<file path="src/hms_pkg.sv">
// Shared constants, types and helpers of the hybrid merge/insertion sorter.
// No dependencies; used by the top level, hms_front, hms_fifo and hms_back.
package hms_pkg;

	localparam int DATA_W     = 32;
	localparam int MAX_ITEMS  = 64;
	localparam int ADDR_W     = $clog2(MAX_ITEMS);
	localparam int CNT_W      = $clog2(MAX_ITEMS + 1);
	localparam int IDX_W      = CNT_W + 1;
	localparam int FIFO_DEPTH = 4;
	localparam int FIFO_PTR_W = $clog2(FIFO_DEPTH);
	localparam int FIFO_CNT_W = $clog2(FIFO_DEPTH + 1);

	// One classified beat travelling from the front to the back.
	typedef struct packed {
		logic [DATA_W-1:0] value;
		logic              last;
		logic              drop;
	} hms_entry_t;

	// Head of the queue as the back sees it.
	typedef struct packed {
		logic       valid;
		hms_entry_t entry;
	} hms_q_t;

	typedef enum logic [2:0] {
		ST_LOAD,
		ST_SETUP,
		ST_FETCH_A,
		ST_FETCH_B,
		ST_PICK,
		ST_FETCH,
		ST_OUT_RD,
		ST_OUT_WR
	} hms_state_t;

	// Two's complement less-than.
	function automatic logic hms_less(input logic [DATA_W-1:0] a, input logic [DATA_W-1:0] b);
		return $signed(a) < $signed(b);
	endfunction

endpackage

</file>
<file path="src/hms_front.sv">
// Front end: accepts input beats and marks those beyond the store depth.
// Depends on hms_pkg.
module hms_front (
	input  logic                      clk,
	input  logic                      arst_n,
	input  logic                      in_valid,
	output logic                      in_stall,
	input  logic [hms_pkg::DATA_W-1:0] value,
	input  logic                      last_item,
	input  logic                      q_full,
	output logic                      push,
	output hms_pkg::hms_entry_t       push_entry
);

	logic [hms_pkg::CNT_W-1:0] cnt_q;
	logic                      drop;

	// Stall only when the queue has no room
	assign in_stall = q_full;
	assign push     = in_valid && !q_full;
	assign drop     = (cnt_q == hms_pkg::CNT_W'(hms_pkg::MAX_ITEMS));

	always_comb begin
		push_entry.value = value;
		push_entry.last  = last_item;
		push_entry.drop  = drop;
	end

	// Count beats of the current batch, saturating at the store depth
	always_ff @(posedge clk or negedge arst_n) begin
		if (!arst_n) begin
			cnt_q <= '0;
		end else if (push) begin
			if (last_item) begin
				cnt_q <= '0;
			end else if (!drop) begin
				cnt_q <= cnt_q + 1'b1;
			end
		end
	end

endmodule

</file>
<file path="config.mk">
export PLATFORM = sky130hd
export DESIGN_NAME = hms_front
export DESIGN_NICKNAME = d
export VERILOG_FILES = /design/src/hms_pkg.sv /design/src/hms_front.sv
export SDC_FILE = /design/constraint.sdc
export NUM_CORES = 1
export LEC_CHECK = 0
export ABC_CLOCK_PERIOD_IN_PS = 3100
export BUFFER_PORTS_ARGS = -buffer_cell sky130_fd_sc_hd__buf_2
export CAP_MARGIN = 20
export CORE_UTILIZATION = 38
export CTS_CLUSTER_SIZE = 20
export DETAILED_ROUTE_END_ITERATION = 8
export GPL_ROUTABILITY_DRIVEN = 0
export GPL_TIMING_DRIVEN = 0
export PLACE_DENSITY = 0.89
export SKIP_LAST_GASP = 1
export SYNTH_ARGS = -nofsm -noshare
export SYNTH_HDL_FRONTEND = slang
export SYNTH_SLANG_ARGS = --single-unit
</file>
<file path="constraint.sdc">
create_clock -name clk -period 3.1 [get_ports clk]
set_input_delay 0.465 -clock clk [delete_from_list [all_inputs] [get_ports clk]]
set_output_delay 0.465 -clock clk [all_outputs]
set_load 0.05 [all_outputs]
</file>
# [Word-level counts from Yosys, hierarchy flattened]
# Index checks and enable logic that the tools add are counted.
[word_totals] register_bits=7 out_inout_bits=36 word_cells=9
[classes] addsub=1 n_eq_ne=2 mux=2 n_reduce_logical=3
[op_table] operator="$mux 7" count=2
[op_table] operator="$add 7x1->7 const B" count=1
[op_table] operator="$eq 7x7->1 const B" count=1
[op_table] operator="$ne 2x2->1 const B" count=1
[op_table] operator="$reduce_and 2->1" count=1
[op_table] operator="$logic_and 1x1->1" count=1
[op_table] operator="$logic_not 1->1" count=1

# [Longest topological paths before layout]
[logic_depth] depth_word=3 ltp_mapped=6

# [Worst setup path after synthesis]
# Ideal clock, no wire load.
[synth_path] path_type="register -> output" start="register cnt_q[2] in the netlist's numbering" end="output port push_entry[0] in the netlist's numbering" t_arrival_ps=1419 required_time_ps=2635 path_slack_ps=1216 stages_incl_launch_ff=5 path_cell_list="dfrtp_1 or4_4 or2_4 inv_1 buf_4"
[synth_between] elab_chain_cells=1
[synth_lines] element="from (decl)" line="hms_front.sv:15" text="logic [hms_pkg::CNT_W-1:0] cnt_q;"
[synth_lines] element="from (signal assigned)" line="hms_front.sv:37" text="cnt_q <= cnt_q + 1'b1;"
[synth_lines] element="$eq 7x7->1" line="hms_front.sv:21" text="assign drop = (cnt_q == hms_pkg::CNT_W'(hms_pkg::MAX_ITEMS));"
[synth_lines] element="to (decl)" line="hms_front.sv:12" text="output hms_pkg::hms_entry_t push_entry"
# No other way between the ends.

# [Worst setup path in the final report]
# Ends and elaborated chain as after synthesis.

==> impl_metrics.env <==
export IMPL_wl_met1_um=604
export IMPL_yosysMostFrequentCell="buf_4"
export IMPL_n_antenna_cell=0
export IMPL_r2r_setup_slack_ns=1.47
export IMPL_die_h_um=45.6
export IMPL_cts_hold_buf=0
export IMPL_async_flop_share_pct=100
export IMPL_top_layer_used="met4"
export IMPL_nNetsFinal=169
export IMPL_hold_viol=0
export IMPL_setup_viol_count_final=0
export IMPL_cp_end_kind="output pin"
export IMPL_initial_utilization_pct=41.4
export IMPL_finClkSkew_ns=0.000646
export IMPL_synth_largest_area_cell="buf_4"
export IMPL_drive_gt1_share_pct=64.3
export IMPL_slowest_delay_ns=0.56
export IMPL_cp_buffers_inverters=3
export IMPL_crit_end="push_entry[0]"
export IMPL_cpMaxStageDelayCell="or4_4"
export IMPL_p_switching_mw=0.195
export IMPL_antenna_found_initial=0
export IMPL_period_share_pct=76.5
export IMPL_cts_setup_buffers=0
export IMPL_arrival_ns=1.91
export IMPL_finalCoreUtilization_pct=55.8
export IMPL_min_period_ns=2.37
export IMPL_cellLeakagePower_nw=0.543
export IMPL_place_area_um2=948
export IMPL_clock_path_buffers=2
export IMPL_hp_class="in2async"
export IMPL_maxCapViolCount=0
export IMPL_largest_register_ffs=7
export IMPL_route_met2_wl_um=778
export IMPL_grt_pass1_vias=555
export IMPL_tightest_slew_ns=0.254
export IMPL_reg_top3="cnt_q x7"
export IMPL_fp_dieW_um=45.6
export IMPL_cp_depth=5
export IMPL_clk_insertion_delay_late_ns=0.25
export IMPL_cts_root_buffer="clkbuf_4"
export IMPL_clkSinkCount=7
export IMPL_cp_start_kind="flip-flop"
export IMPL_synth_common_cells="35 x buf_4, 7 x dfrtp_1, 7 x nand2_1, 5 x inv_1, 5 x nand3_1"
export IMPL_p_sw_share_pct=45.8
export IMPL_yosys_area_top_type_share_pct=36.4
export IMPL_grt_usage_pct=16.1
export IMPL_syn2layout_area_growth_pct=35.0
export IMPL_crit_path_cell_trace="or4_4, or2_4, inv_1, buf_4, buf_2"
export IMPL_design_area_um2=975
export IMPL_synth_edff_count=0
export IMPL_cp_startpoint="cnt_q[2]"
export IMPL_wl_per_cell_um=10.3
export IMPL_clk_pin_slew_ns=0.05
export IMPL_status="complete, no violations"
export IMPL_timing_final_ws_setup_ns=0.728
export IMPL_cts_tree="done"
export IMPL_intPower_mw=0.231
export IMPL_syn_area_um2=722
export IMPL_synth_warnings=0
export IMPL_worstRegToRegCells=4
export IMPL_dr_total_vias=717
export IMPL_row_count=15
export IMPL_avgSynthCellArea_um2=8.39
export IMPL_vias_per_cell=4.66
export IMPL_top_register="cnt_q"
export IMPL_ys_seq_area_share_pct=24.3
export IMPL_ant_nets=0
export IMPL_setup_tns_final_ns=0
export IMPL_drtPass1Iterations=4
export IMPL_grt_overflow=0
export IMPL_path_class="reg2out"
export IMPL_ios=73
export IMPL_io_buffer_count=39
export IMPL_drt_iter0_drc=10
export IMPL_grt_max_degree=11
export IMPL_crit_required_ns=2.63
export IMPL_power_share_clock_pct=19.9
export IMPL_fmax_mhz=422
export IMPL_dieArea_um2=2080
export IMPL_routed_wl_um=1590
export IMPL_dp_hpwl_um=1250
export IMPL_wl_met3_um=191
export IMPL_r2r_end="cnt_q[6]"
export IMPL_synth_cells=86
export IMPL_hold_slack_ns=0.0406
export IMPL_pwr_share_seq_pct=31.2
export IMPL_core_area_um2=1750
export IMPL_nFillCells=159
export IMPL_pre_cts_ws_ns=1.01
export IMPL_ys_ff_latch=7
export IMPL_timing_rr_start="cnt_q[1]"
export IMPL_ys_top_cells_by_area="buf_4 36%, dfrtp_1 24%, nand2_1 3.6%"
export IMPL_grt_first_pass_wirelength_um=2300
export IMPL_yosysUniqueCellTypes=20
export IMPL_synth_flop_cell="dfrtp_1"
export IMPL_path_max_fanout=5
export IMPL_grt_setup_unrepaired="no"
export IMPL_post_cts_resized=0
export IMPL_drc_errors=0
export IMPL_max_vdd_ir_drop_mv=0.181
export IMPL_maxSlewViolCount=0
export IMPL_synth_nets=125
export IMPL_h_tree_depth=1
export IMPL_combinationalPowerShare_pct=49.0
export IMPL_cp_top_family="simple AND/OR/NAND/NOR gates"
export IMPL_cts_buffers=3
export IMPL_relSlewSlack_pct=83.2
export IMPL_power_density_nw_per_um2=437
[area by class of cell]
class	instances	area (um2)	share of cell area [%]
Buffer	37	285	29.3
Multi-Input combinational cell	37	243	24.9
Timing Repair Buffer	39	195	20.0
Sequential cell	7	175	18.0
Tap cell	25	31.3	3.21
Clock buffer	4	26.3	2.70
Inverter	5	18.8	1.93
[through the flow]
| step | power, mW | instances |
|---|---|---|
| global route | 0.455 | 154 |
| CTS | 0.427 | 154 |
| floorplan | 0.301 | 86 |
| detailed placement | 0.342 | 150 |
| global placement | 0.331 | 150 |
| finish | 0.426 | 154 |
[power by group through the flow]
| stage | Clock, mW | Sequential, mW | Combinational (mW) |
|---|---|---|---|
| floorplan | 0 | 0.127 | 0.174 |
| global placement | 0 | 0.131 | 0.200 |
| detailed placement | 0 | 0.134 | 0.208 |
| CTS | 0.0857 | 0.132 | 0.209 |
| global route | 0.0941 | 0.136 | 0.225 |
| finish | 0.0845 | 0.133 | 0.208 |
[worst min-delay path by stage]
stage / to / slack, ns / cells after the start
3_3_place_gp: cnt_q[2] / 0.30 / 1
5_1_grt: cnt_q[2] / 0.04 / 1
3_5_place_dp: cnt_q[0] / 0.31 / 1
4_1_cts: cnt_q[2] / 0.04 / 1
2_1_floorplan: cnt_q[0] / 0.17 / 0
6_report: cnt_q[1] / 0.04 / 1
[layout by cell type, fill, tap and decap left out]
master     count
a311o_1        2
and2_0         2
buf_2         39
buf_4         35
buf_6          2
clkbuf_1       1
clkbuf_4       3
dfrtp_1        7
ha_1           2
inv_1          5
nand2_1        7
nand2b_1       1
nand3_1        5
nor2_1         4
nor4_1         2
o2111ai_1      2
o211ai_1       2
o21ai_0        1
o21ai_1        1
o311ai_1       2
or2_4          1
or4_4          1
or4b_2         2
[logic make-up after synthesis]
kind of cell             after synthesis  share of synthesized area [%]
AND/OR/NAND/NOR                       25                           19.1
buffers and inverters                 42                           42.1
AO/OA/AOI/OAI                         10                           11.1
flip-flops                             7                           24.3
adder cells (fa/ha/maj)                2                           3.47
[per-layer routing]
metal	up-vias	track usage [%]
li1	346	-
met1	314	17.7
met2	55	27.4
met3	2	4.76
met4	0	9.09
met5	-	0
(Power assumes the default switching activity.)
