--- src/hms_pkg.sv ---
// Shared constants, types and helpers of the hybrid merge/insertion sorter.
// No dependencies; used by the top level, hms_front, hms_fifo and hms_back.
package hms_pkg;

	localparam int DATA_W     = 32;
	localparam int MAX_ITEMS  = 64;
	localparam int ADDR_W     = $clog2(MAX_ITEMS);
	localparam int CNT_W      = $clog2(MAX_ITEMS + 1);
	localparam int IDX_W      = CNT_W + 1;
	localparam int FIFO_DEPTH = 4;
	localparam int FIFO_PTR_W = $clog2(FIFO_DEPTH);
	localparam int FIFO_CNT_W = $clog2(FIFO_DEPTH + 1);

	// One classified beat travelling from the front to the back.
	typedef struct packed {
		logic [DATA_W-1:0] value;
		logic              last;
		logic              drop;
	} hms_entry_t;

	// Head of the queue as the back sees it.
	typedef struct packed {
		logic       valid;
		hms_entry_t entry;
	} hms_q_t;

	typedef enum logic [2:0] {
		ST_LOAD,
		ST_SETUP,
		ST_FETCH_A,
		ST_FETCH_B,
		ST_PICK,
		ST_FETCH,
		ST_OUT_RD,
		ST_OUT_WR
	} hms_state_t;

	// Two's complement less-than.
	function automatic logic hms_less(input logic [DATA_W-1:0] a, input logic [DATA_W-1:0] b);
		return $signed(a) < $signed(b);
	endfunction

endpackage

--- src/hms_fifo.sv ---
// Short queue between front and back so each side stalls on its own.
// Depends on hms_pkg.
module hms_fifo (
	input  logic                clk,
	input  logic                arst_n,
	input  logic                push,
	input  hms_pkg::hms_entry_t push_entry,
	output logic                full,
	input  logic                pop,
	output hms_pkg::hms_q_t     head
);

	hms_pkg::hms_entry_t            mem_q [hms_pkg::FIFO_DEPTH];
	logic [hms_pkg::FIFO_PTR_W-1:0] wr_ptr_q;
	logic [hms_pkg::FIFO_PTR_W-1:0] rd_ptr_q;
	logic [hms_pkg::FIFO_CNT_W-1:0] cnt_q;
	logic                           do_push;
	logic                           do_pop;

	assign full       = (cnt_q == hms_pkg::FIFO_CNT_W'(hms_pkg::FIFO_DEPTH));
	assign do_push    = push && !full;
	assign do_pop     = pop && (cnt_q != '0);
	assign head.valid = (cnt_q != '0);
	assign head.entry = mem_q[rd_ptr_q];

	// Store entries
	always_ff @(posedge clk) begin
		if (do_push) begin
			mem_q[wr_ptr_q] <= push_entry;
		end
	end

	// Advance pointers and occupancy
	always_ff @(posedge clk or negedge arst_n) begin
		if (!arst_n) begin
			wr_ptr_q <= '0;
			rd_ptr_q <= '0;
			cnt_q    <= '0;
		end else begin
			if (do_push) begin
				wr_ptr_q <= (wr_ptr_q == hms_pkg::FIFO_PTR_W'(hms_pkg::FIFO_DEPTH - 1)) ?
				            '0 : wr_ptr_q + 1'b1;
			end
			if (do_pop) begin
				rd_ptr_q <= (rd_ptr_q == hms_pkg::FIFO_PTR_W'(hms_pkg::FIFO_DEPTH - 1)) ?
				            '0 : rd_ptr_q + 1'b1;
			end
			if (do_push && !do_pop) begin
				cnt_q <= cnt_q + 1'b1;
			end else if (!do_push && do_pop) begin
				cnt_q <= cnt_q - 1'b1;
			end
		end
	end

endmodule

--- config.mk ---
export PLATFORM = sky130hd
export DESIGN_NAME = hms_fifo
export DESIGN_NICKNAME = d
export VERILOG_FILES = /design/src/hms_pkg.sv /design/src/hms_fifo.sv
export SDC_FILE = /design/constraint.sdc
export NUM_CORES = 1
export LEC_CHECK = 0
export ABC_AREA = 1
export ABC_CLOCK_PERIOD_IN_PS = 5700
export BUFFER_PORTS_ARGS = -buffer_cell sky130_fd_sc_hd__buf_2
export CAP_MARGIN = 25
export CORE_ASPECT_RATIO = 1.25
export CORE_MARGIN = 5
export CORE_UTILIZATION = 30
export DETAILED_ROUTE_END_ITERATION = 12
export SYNTH_ARGS = -nofsm -noshare
export SYNTH_HDL_FRONTEND = slang
export SYNTH_SLANG_ARGS = --single-unit
export TNS_END_PERCENT = 30
--- constraint.sdc ---
create_clock -name clk -period 5.7 [get_ports clk]
set_input_delay 1.71 -clock clk [delete_from_list [all_inputs] [get_ports clk]]
set_output_delay 1.71 -clock clk [all_outputs]
set_load 0.01 [all_outputs]
# Word level (Yosys, flattened, before mapping)
# Memories as Yosys holds them, arrays and structs flattened.
# Cells that the tools add are included.
# word_totals
ff_bits	7
mem_bits_rw	136
input_bits	38
out_inout_bits	36
elab_cells	26
mem_count	1
# op_classes
add_sub_neg	4
n_eq_ne	3
mux	6
n_reduce_logical	9
# memory_table
name	words	word_bits	rd	rd_ports_with_merged_regs	wr	line	rtl
mem_q	4	34	1	0	1	hms_fifo.sv:13	hms_pkg::hms_entry_t mem_q [hms_pkg::FIFO_DEPTH];
# ops
op	n
3-bit two-way mux	2
2-bit by 1-bit adder with 2-bit output, second input constant	2
2-bit == test, second input constant	2
1-bit logical AND	4
2-bit two-way mux	2
3-bit by 1-bit adder with 3-bit output, second input constant	1
3-bit == test, second input constant	1
1-bit logical NOT	3
3-bit nonzero test	1
3-bit by 1-bit subtractor with 3-bit output, second input constant	1
1-bit two-way mux	2
2-bit nonzero test	1

# Logic depth before layout (Yosys ltp)
# Gate-level depths: netlist of run 1.
# depth
ltp_word	7
depth_mapped	12
depth_no_buf	12

# Least setup slack after synthesis of run 1
# Ideal clock, no wire load.
# synth_path
path_kind	input port to flip-flop
start	in push
end	mem mem_q[0][0] (netlist bit), enable pin
setup_ps	425
arrival_ps	3292
required_time_ps	5275
setup_slack_ps	1982
path_stages	2
path_buffers	0
path_cell_list	nand2_1 > nor2_1
# synth_via
elab_chain_len	3
# synth_rtl
element	line	rtl
from (decl)	hms_fifo.sv:6	input logic push,
1-bit logical AND	hms_fifo.sv:21	assign do_push = push && !full;
1-bit two-way mux	hms_fifo.sv:28	if (do_push) begin
1-bit two-way mux (implied by the code)	hms_fifo.sv:29	mem_q[wr_ptr_q] <= push_entry;
to (decl)	hms_fifo.sv:13	
# Every way passes these cells.

==> results of run 1 <==
==> Yosys cell counts <==
master and number:
o211ai_1 68, edfxtp_1 136, nand2_1 117, fa_1 1, ha_1 6, nand4_1 1
buf_2 16, dfrtp_1 7, nor2_1 6, clkbuf_1 1, nand3_1 7, buf_4 5
xnor2_1 1, inv_2 1, o21ai_0 1, inv_1 82
==> routing by layer <==
layer	part of all wire [%]	wire length (µm)	vias to the layer above	global-route usage, %
met5	0	0	-	0
met4	1.4	168	0	3.809
met3	4.5	535	16	3.823
met2	52	6110	82	18.95
met1	42	4984	1686	12.87
li1	-	-	1719	-
==> cells by family after synthesis <==
kind of cell | synth area share [%]
AOI/OAI and AO/OA | 8.866
xor gates and xnor gates | 0.1507
adders and majority gates | 1.635
buffers and inverters | 7.446
DFF | 73.25
and+or+nand+nor | 8.651
==> path summary, 6_finish.rpt <==
check | slack [ps] | from | cells past startpoint | end
worst max-delay path | 1560 | rd_ptr_q[1] | 4 | head[7]
worst max register to register | 3480 | cnt_q[0] | 5 | mem_q[1][25]
worst min-delay path | 500 | cnt_q[2] | 2 | cnt_q[2]
worst min register to register | 500 | cnt_q[2] | 2 | cnt_q[2]
min in group asynchronous | 1120 | arst_n | 1 | wr_ptr_q[0]
max in group asynchronous | 4390 | arst_n | 1 | rd_ptr_q[0]
==> area by class of cell <==
cell class,count,share of cell area (%)
clock buffer,18,6.113
clock inverter,14,2.353
inverter,83,4.438
multi-input combinational,208,16.41
sequential,143,60.74
tap,236,4.206
timing repair buffer,78,5.739
==> state kept, by name (all words and copies together), names as in the netlist <==
| register | flops |
|---|---|
| mem_q | 136 |
| cnt_q | 3 |
| wr_ptr_q | 2 |
| rd_ptr_q | 2 |
==> per-stage QoR <==
step | utilization (%) | setup slack, ps | hold slack, ps
global placement | 33.37 | 1956 | 477.4
detailed placement | 33.37 | 1936 | 494.6
CTS | 36.46 | 1487 | 508.2
finish | 36.46 | 1560 | 498.7
global route | 36.46 | 1316 | 523.1
floorplan | - | 1982 | 462.8
==> worst max-delay path, stage by stage, from the launching register on <==
cell	delay [ps]
dfrtp_2	940
inv_2	570
o211ai_1	250
nand2_1	100
buf_2	150
==> power by group <==
part	internal, mW	switching [mW]	leakage, nW
clock	0.687	0.416	0.292
sequential	1.38	0.198	1.33
combinational	0.379	0.638	1.20
==> impl_metrics.toml, run 1 <==
[outcome]
status = "complete, no violations"

[power]
leakagePower_nw = 2.817
ir_worst_vdd_mv = 0.1980
p_total_mw = 3.703
power_density_nw_per_um2 = 527.4

[global_route]
grt_pass1_wl_um = 19060
grt_max_degree = 101
antenna_found_initial = 0
grt_pass1_vias = 3695
overflow = 0
grt_usage_pct = 11.06

[synthesis]
ys_seq_area_share_pct = 73.25
synth_top_area_share_pct = 70.24
synth_area_per_cell_um2 = 12.75
synth_cell_types = 16
ys_warn_count = 0
ys_top_cells_by_area = "edfxtp_1 (70%), o211ai_1 (8.8%), nand2_1 (7.6%)"
syn_nets = 501
ys_ff_latch = 143
synthCells = 456
syn_area_um2 = 5814
yosys.area.top_type = "edfxtp_1"

[route]
wirelength_um = 11800
drt-pass1-iter-count = 4
ant_nets = 0
via_per_inst = 4.491
drc_errors = 0
first_iter_violations = 199
dr_total_vias = 3503
wl_per_cell_um = 15.13

[floorplan]
rows = 57
die_w_um = 134.5
core_um2 = 19260
start_util_pct = 30.19
io_pins = 74
dieArea_um2 = 22280
die_h_um = 165.7

[setup_path]
endpoint_kind = "primary output"
critPathLaunchType = "flip-flop"
critPathRequiredTime_ps = 3990
cp.arrival_ps = 2430
critPathKind = "reg -> out"
cp_max_fo = 37

[cts]
numClockSinks = 143
htreeDepth = 4
cts-root-buf = "clkbuf_16"
insertion_delay_ps = 410
cts_hold_buffers = 0
path_clk_slew_ps = 60
cts_buffer_depth = 2
cts_setup_buffers = 0
cts_resized = 0
cts-buffers-inserted = 17
cts_tree = "yes"

[placed_design]
dpl.hpwl_um = 7291
portBuffers = 73
postPlaceCellArea_um2 = 6426
gp_congestion = 0.6907
dp_cells = 748

[sta]
worstMarginPinSlew_ps = 962.1
post-route-period-util_pct = 72.63
finClkSkew_ps = 11.80
period_minus_slack_ps = 4140
setup_tns_ps = 0
setup_violations = 0
slew_headroom_pct = 35.86
hold_violations = 0
rsz0062_at_grt = "false"
drv_slew = 0
max_freq_ghz = 0.2415

[finish]
area_delta_synth_final_pct = 20.74
fin_area_um2 = 7020
n_antenna_cell = 0
num-fill-cells = 1869
final_cell_mix = "edfxtp_1 (136), nand2_1 (117), inv_1 (82)"
fin_cells = 780
drive_gt1_share_pct = 21.14
layout_commonest_cell = "edfxtp_1"
multi_input_area_um2 = 1152
fin_nets = 576
seqCellArea_um2 = 4264

[worst_hold_path]
hp-class = "reg -> reg"

[run]
maxCapViolCount = 0
Note: power is estimated with default switching activity, not from simulation.
==> inputs of run 2 (changes only) <==
--- a/config.mk
+++ b/config.mk
@@ -6,7 +6,7 @@
 export NUM_CORES = 1
 export LEC_CHECK = 0
 export ABC_AREA = 1
-export ABC_CLOCK_PERIOD_IN_PS = 5700
+export ABC_CLOCK_PERIOD_IN_PS = 3700
 export BUFFER_PORTS_ARGS = -buffer_cell sky130_fd_sc_hd__buf_2
 export CAP_MARGIN = 25
 export CORE_ASPECT_RATIO = 1.25
==> constraint.sdc (replaced) <==
create_clock -name clk -period 3.7 [get_ports clk]
set_input_delay 1.11 -clock clk [delete_from_list [all_inputs] [get_ports clk]]
set_output_delay 1.11 -clock clk [all_outputs]
set_load 0.01 [all_outputs]
==> run 2 against run 1 <==
Global-route usage fell by 0.31 points; clock skew fell by 4.9 ps; worst hold slack improved by 20 ps; final cell count up 0.77%; largest cell class unchanged; register-to-register slack got worse by 2000 ps; via count rose by 0.11%; sequential power is 41% higher; critical path type unchanged.
==> impl_metrics.toml, run 2 (synthesized netlist as in run 1, its figures left out) <==
[finish]
largest_register = "mem_q"
num-fill-cells = 1850
drive_gt1_share_pct = 21.57
reg_top3 = "mem_q x136, cnt_q x3"
layout_commonest_cell = "edfxtp_1"
final_cell_mix = "edfxtp_1 (136), nand2_1 (117), inv_1 (82)"
fin_nets = 579
area_delta_synth_final_pct = 22.19
largest_reg_flops = 136

[sta]
setup_ws_ps = 721.0
finClkSkew_ps = 6.868
hold_slack_ps = 518.7
hold_violations = 0
setup_tns_ps = 0
rsz0062_at_grt = "false"
slew_headroom_pct = 47.40
post-route-period-util_pct = 80.51
period_minus_slack_ps = 2979
setup_violations = 0
drv_slew = 0
max_freq_ghz = 0.3357
worstMarginPinSlew_ps = 787.8

[route]
top_layer_used = "met5"
via_per_inst = 4.462
wl_per_cell_um = 14.88
drc_errors = 0
met2_length_um = 6038
dr_total_vias = 3507
ant_nets = 0
drt-pass1-iter-count = 4
m1WireLength_um = 4908
wl_met3_um = 604
first_iter_violations = 130
wirelength_um = 11690

[global_route]
overflow = 0
grt_max_degree = 81
antenna_found_initial = 2
grt_pass1_wl_um = 18560
grt_usage_pct = 10.75
grt_pass1_vias = 3545

[floorplan]
start_util_pct = 30.19
die_w_um = 134.5
core_um2 = 19260
io_pins = 74
dieArea_um2 = 22280
die_h_um = 165.7
rows = 57

[setup_path]
critPathKind = "reg -> out"
r2r-end = "cnt_q[1]"
endpoint_kind = "primary output"
critPathLaunchType = "flip-flop"
path_buf_inv = 2
critPathSlowestCell = "inv_2"
path_delay_family = "buffers and inverters"
critPathRequiredTime_ps = 2590
cp_max_fo = 34
cp.arrival_ps = 1870
reg2reg_depth = 9
r2r_slack_ps = 1530
timing.rr.start = "cnt_q[0]"
path_cells = "inv_2 > o211ai_1 > nand2_1 > buf_2"
critPathMaxStageDelay_ps = 580

[worst_hold_path]
hp-class = "reg -> reg"
hold_end = "cnt_q[2]"
hold_depth = 2
hold_path_startpoint = "cnt_q[2]"

[cts]
cts_resized = 0
cts-root-buf = "clkbuf_16"
cts-buffers-inserted = 17
cts_buffer_depth = 2
path_clk_slew_ps = 60
insertion_delay_ps = 410
htreeDepth = 4
numClockSinks = 143
cts_hold_buffers = 0
cts_tree = "yes"
cts_setup_buffers = 0

[power]
power_density_nw_per_um2 = 817.5
leakagePower_nw = 2.843
ir_worst_vdd_mv = 0.5078

[placed_design]
portBuffers = 73
post-place-ws_ps = 990.7
dpl.hpwl_um = 7022
gp_congestion = 0.6980

[run]
maxCapViolCount = 0

[outcome]
status = "complete, no violations"
## run 2: changes by cell type in the layout (fill, tap and decap cells not counted)
cell,change
clkinv_2,-4
buf_12,+3
diode_2,+3
inv_6,+2
clkinvlp_4,+1
inv_8,+1
## run 2: worst max path at each step
stage,start,endpoint,slack (ps),depth (start not counted)
2_1_floorplan,push,mem_q[0][0],580,2
3_3_place_gp,push,cnt_q[1],1050,8
3_5_place_dp,push,cnt_q[1],990,8
4_1_cts,rd_ptr_q[1],head[3],670,4
5_1_grt,rd_ptr_q[1],head[3],560,4
6_report,rd_ptr_q[1],head[3],720,4
## run 2: worst reg2reg max path: stages, from the launching register on
cell and delay [ps]:
dfrtp_1 420, inv_1 100, nand3_1 140, nand2_1 380
inv_1 110, ha_1 240, inv_1 90, fa_1 420
nand2_1 70, o21ai_0 80
## run 2: power breakdown
| part | internal [mW] | switching [mW] |
|---|---|---|
| combinational | 0.628 | 1.21 |
| clock | 1.07 | 0.666 |
| sequential | 2.14 | 0.0978 |
## run 2: area by class of cell
class                      instances  area, µm²  share of cell area, %
clock buffer                      18      429.2                  6.041
antenna                            3      7.507                 0.1057
clock inverter                    14      181.4                  2.554
tap                              236      295.3                  4.156
timing repair buffer              81      462.9                  6.516
inverter                          83      311.5                  4.385
sequential                       143       4264                  60.02
multi-input combinational        208       1152                  16.22
## run 2: metrics by stage
step           power, mW  instances  cell area (µm²)  util [%]
2_1_floorplan      3.454        456             5814         -
3_3_place_gp       4.107        751             6486     33.68
3_5_place_dp       4.167        751             6486     33.68
4_1_cts            5.917        783             7097     36.86
5_1_grt            6.172        784             7099     36.87
6_report           5.808        786             7104     36.89
## run 2: layer usage
layer	up-vias	global-route usage (%)
li1	1728	-
met1	1704	13.03
met2	58	17.75
met3	15	3.580
met4	2	4.074
met5	-	0
==> inputs of run 3 (changes only) <==
--- a/config.mk
+++ b/config.mk
@@ -6,7 +6,7 @@
 export NUM_CORES = 1
 export LEC_CHECK = 0
 export ABC_AREA = 1
-export ABC_CLOCK_PERIOD_IN_PS = 3700
+export ABC_CLOCK_PERIOD_IN_PS = 3100
 export BUFFER_PORTS_ARGS = -buffer_cell sky130_fd_sc_hd__buf_2
 export CAP_MARGIN = 25
 export CORE_ASPECT_RATIO = 1.25
==> constraint.sdc (replaced) <==
create_clock -name clk -period 3.1 [get_ports clk]
set_input_delay 0.93 -clock clk [delete_from_list [all_inputs] [get_ports clk]]
set_output_delay 0.93 -clock clk [all_outputs]
set_load 0.01 [all_outputs]
==> run 3 against run 2 <==
Worst setup slack got worse by 540 ps; clock power increased by 13%; clock skew increased by 1.5 ps; combinational power increased by 16%; global-route usage grew 0.18 points; worst hold slack got worse by 160 ps; largest power group unchanged; largest cell class unchanged; via count rose by 1.1%; final cell count grew 0.13%.
==> impl_metrics.toml, run 3 (synthesized netlist as in run 1, its figures left out) <==
[finish]
area_delta_synth_final_pct = 22.60
post-route-util_pct = 37.02
seqCellArea_um2 = 4264
drive_gt1_share_pct = 22.32
n_antenna_cell = 0
layout_commonest_cell = "edfxtp_1"
fin_nets = 583
multi_input_area_um2 = 1152
num-fill-cells = 1831
reg_top3 = "mem_q x136, cnt_q x3"
final_cell_mix = "edfxtp_1 (136), nand2_1 (117), inv_1 (82)"
largest_register = "mem_q"
largest_reg_flops = 136

[global_route]
antenna_found_initial = 3
top_usage_layer = "met2"
grt_pass1_vias = 3522
overflow = 0
grt_usage_pct = 10.93
grt_max_degree = 67
grt_pass1_wl_um = 18750
grt_use_met2_pct = 18.47
grtUsageMet3_pct = 3.186
use_met1_pct = 13.28

[cts]
cts-buffers-inserted = 17
cts-root-buf = "clkbuf_16"
cts_tree = "yes"
cts_resized = 0
path_clk_slew_ps = 60
insertion_delay_ps = 400
cts_buffer_depth = 2
cts_hold_buffers = 0
numClockSinks = 143
cts_setup_buffers = 0
htreeDepth = 4

[power]
p_clk_share_pct = 28.4
leakagePower_nw = 2.860
switching_power_mw = 2.417
comb_power_share_pct = 30.9
ir_worst_vdd_mv = 0.3151
pwr-share-seq_pct = 40.7
p_total_mw = 6.905
p_sw_share_pct = 35.01
power_density_nw_per_um2 = 968.7
power.internal_mw = 4.488

[route]
first_iter_violations = 189
dr_total_vias = 3545
drc_errors = 0
wirelength_um = 12030
via_per_inst = 4.504
wl_per_cell_um = 15.29
drt-pass1-iter-count = 4
ant_nets = 0

[placed_design]
gp_congestion = 0.7036
portBuffers = 73
post-place-ws_ps = 607.0
dpl.hpwl_um = 7499

[sta]
slew_headroom_pct = 53.77
post-route-period-util_pct = 94.19
drv_slew = 0
rsz0062_at_grt = "false"
max_freq_ghz = 0.3425
finClkSkew_ps = 8.387
hold_violations = 0
setup_ws_ps = 180.2
period_minus_slack_ps = 2920
setup_violations = 0
worstMarginPinSlew_ps = 693.4
setup_tns_ps = 0
hold_slack_ps = 359.3

[setup_path]
timing.rr.start = "cnt_q[0]"
reg2reg_depth = 9
endpoint_kind = "primary output"
r2r-end = "cnt_q[1]"
critPathLaunchType = "flip-flop"
critPathRequiredTime_ps = 2170
r2r_slack_ps = 970
cp_max_fo = 66
cp.arrival_ps = 1990
critPathKind = "reg -> out"

[floorplan]
io_pins = 74
rows = 57
core_um2 = 19260
die_w_um = 134.5
start_util_pct = 30.19
dieArea_um2 = 22280
die_h_um = 165.7

[worst_hold_path]
hp-class = "in -> async"

[outcome]
status = "complete, no violations"

[run]
maxCapViolCount = 0
## run 3: changes by cell type in the layout (fill, tap and decap cells not counted)
cell	delta
buf_12	+3
buf_4	+1
bufinv_16	-2
clkbuf_1	-1
clkinv_2	+1
clkinv_4	-2
diode_2	-3
inv_6	+2
inv_8	+2
## run 3: power groups by stage
stage               Sequential [mW]  Clock (mW)  Combinational [mW]
global route                   2.85        2.10                2.39
finish                         2.81        1.96                2.13
CTS                            2.82        2.01                2.20
detailed placement             2.86           0                2.19
floorplan                      2.68           0                1.44
global placement               2.82           0                2.14
## run 3: per-layer routing
layer / share of wire [%] / vias up
met5: 0.32 / -
met4: 1.4 / 6
met3: 4.5 / 19
met2: 49 / 68
met1: 44 / 1717
li1: - / 1735
## run 3: how the worst max path moves through the flow
stage	startpoint	slack, ps	end	cells after the start
after floorplan	push	160	mem_q[0][0]	2
after global routing	rd_ptr_q[0]	20	head[1]	5
final	rd_ptr_q[0]	180	head[5]	5
after CTS	rd_ptr_q[0]	160	head[5]	5
after detailed placement	push	610	mem_q[0][24]	4
after global placement	push	640	cnt_q[1]	8
## run 3: cell type report
type | count | share of cell area, %
clock inverters | 15 | 2.089
inverters | 83 | 4.371
well taps | 236 | 4.143
repair buffers | 85 | 7.443
multi-input cells | 208 | 16.17
flip-flops and latches | 143 | 59.82
clock buffers | 17 | 5.968
## run 3: stage by stage
step / area [µm²] / instances
4_1_cts: 7128 / 787
3_3_place_gp: 6554 / 755
5_1_grt: 7128 / 787
3_5_place_dp: 6554 / 755
2_1_floorplan: 5814 / 456
6_report: 7128 / 787
## run 3: critical path, stage by stage (launching register included)
cell	delay, ps
dfrtp_4	880
buf_4	330
nand2_1	80
o211ai_1	80
nand2_1	70
buf_2	140
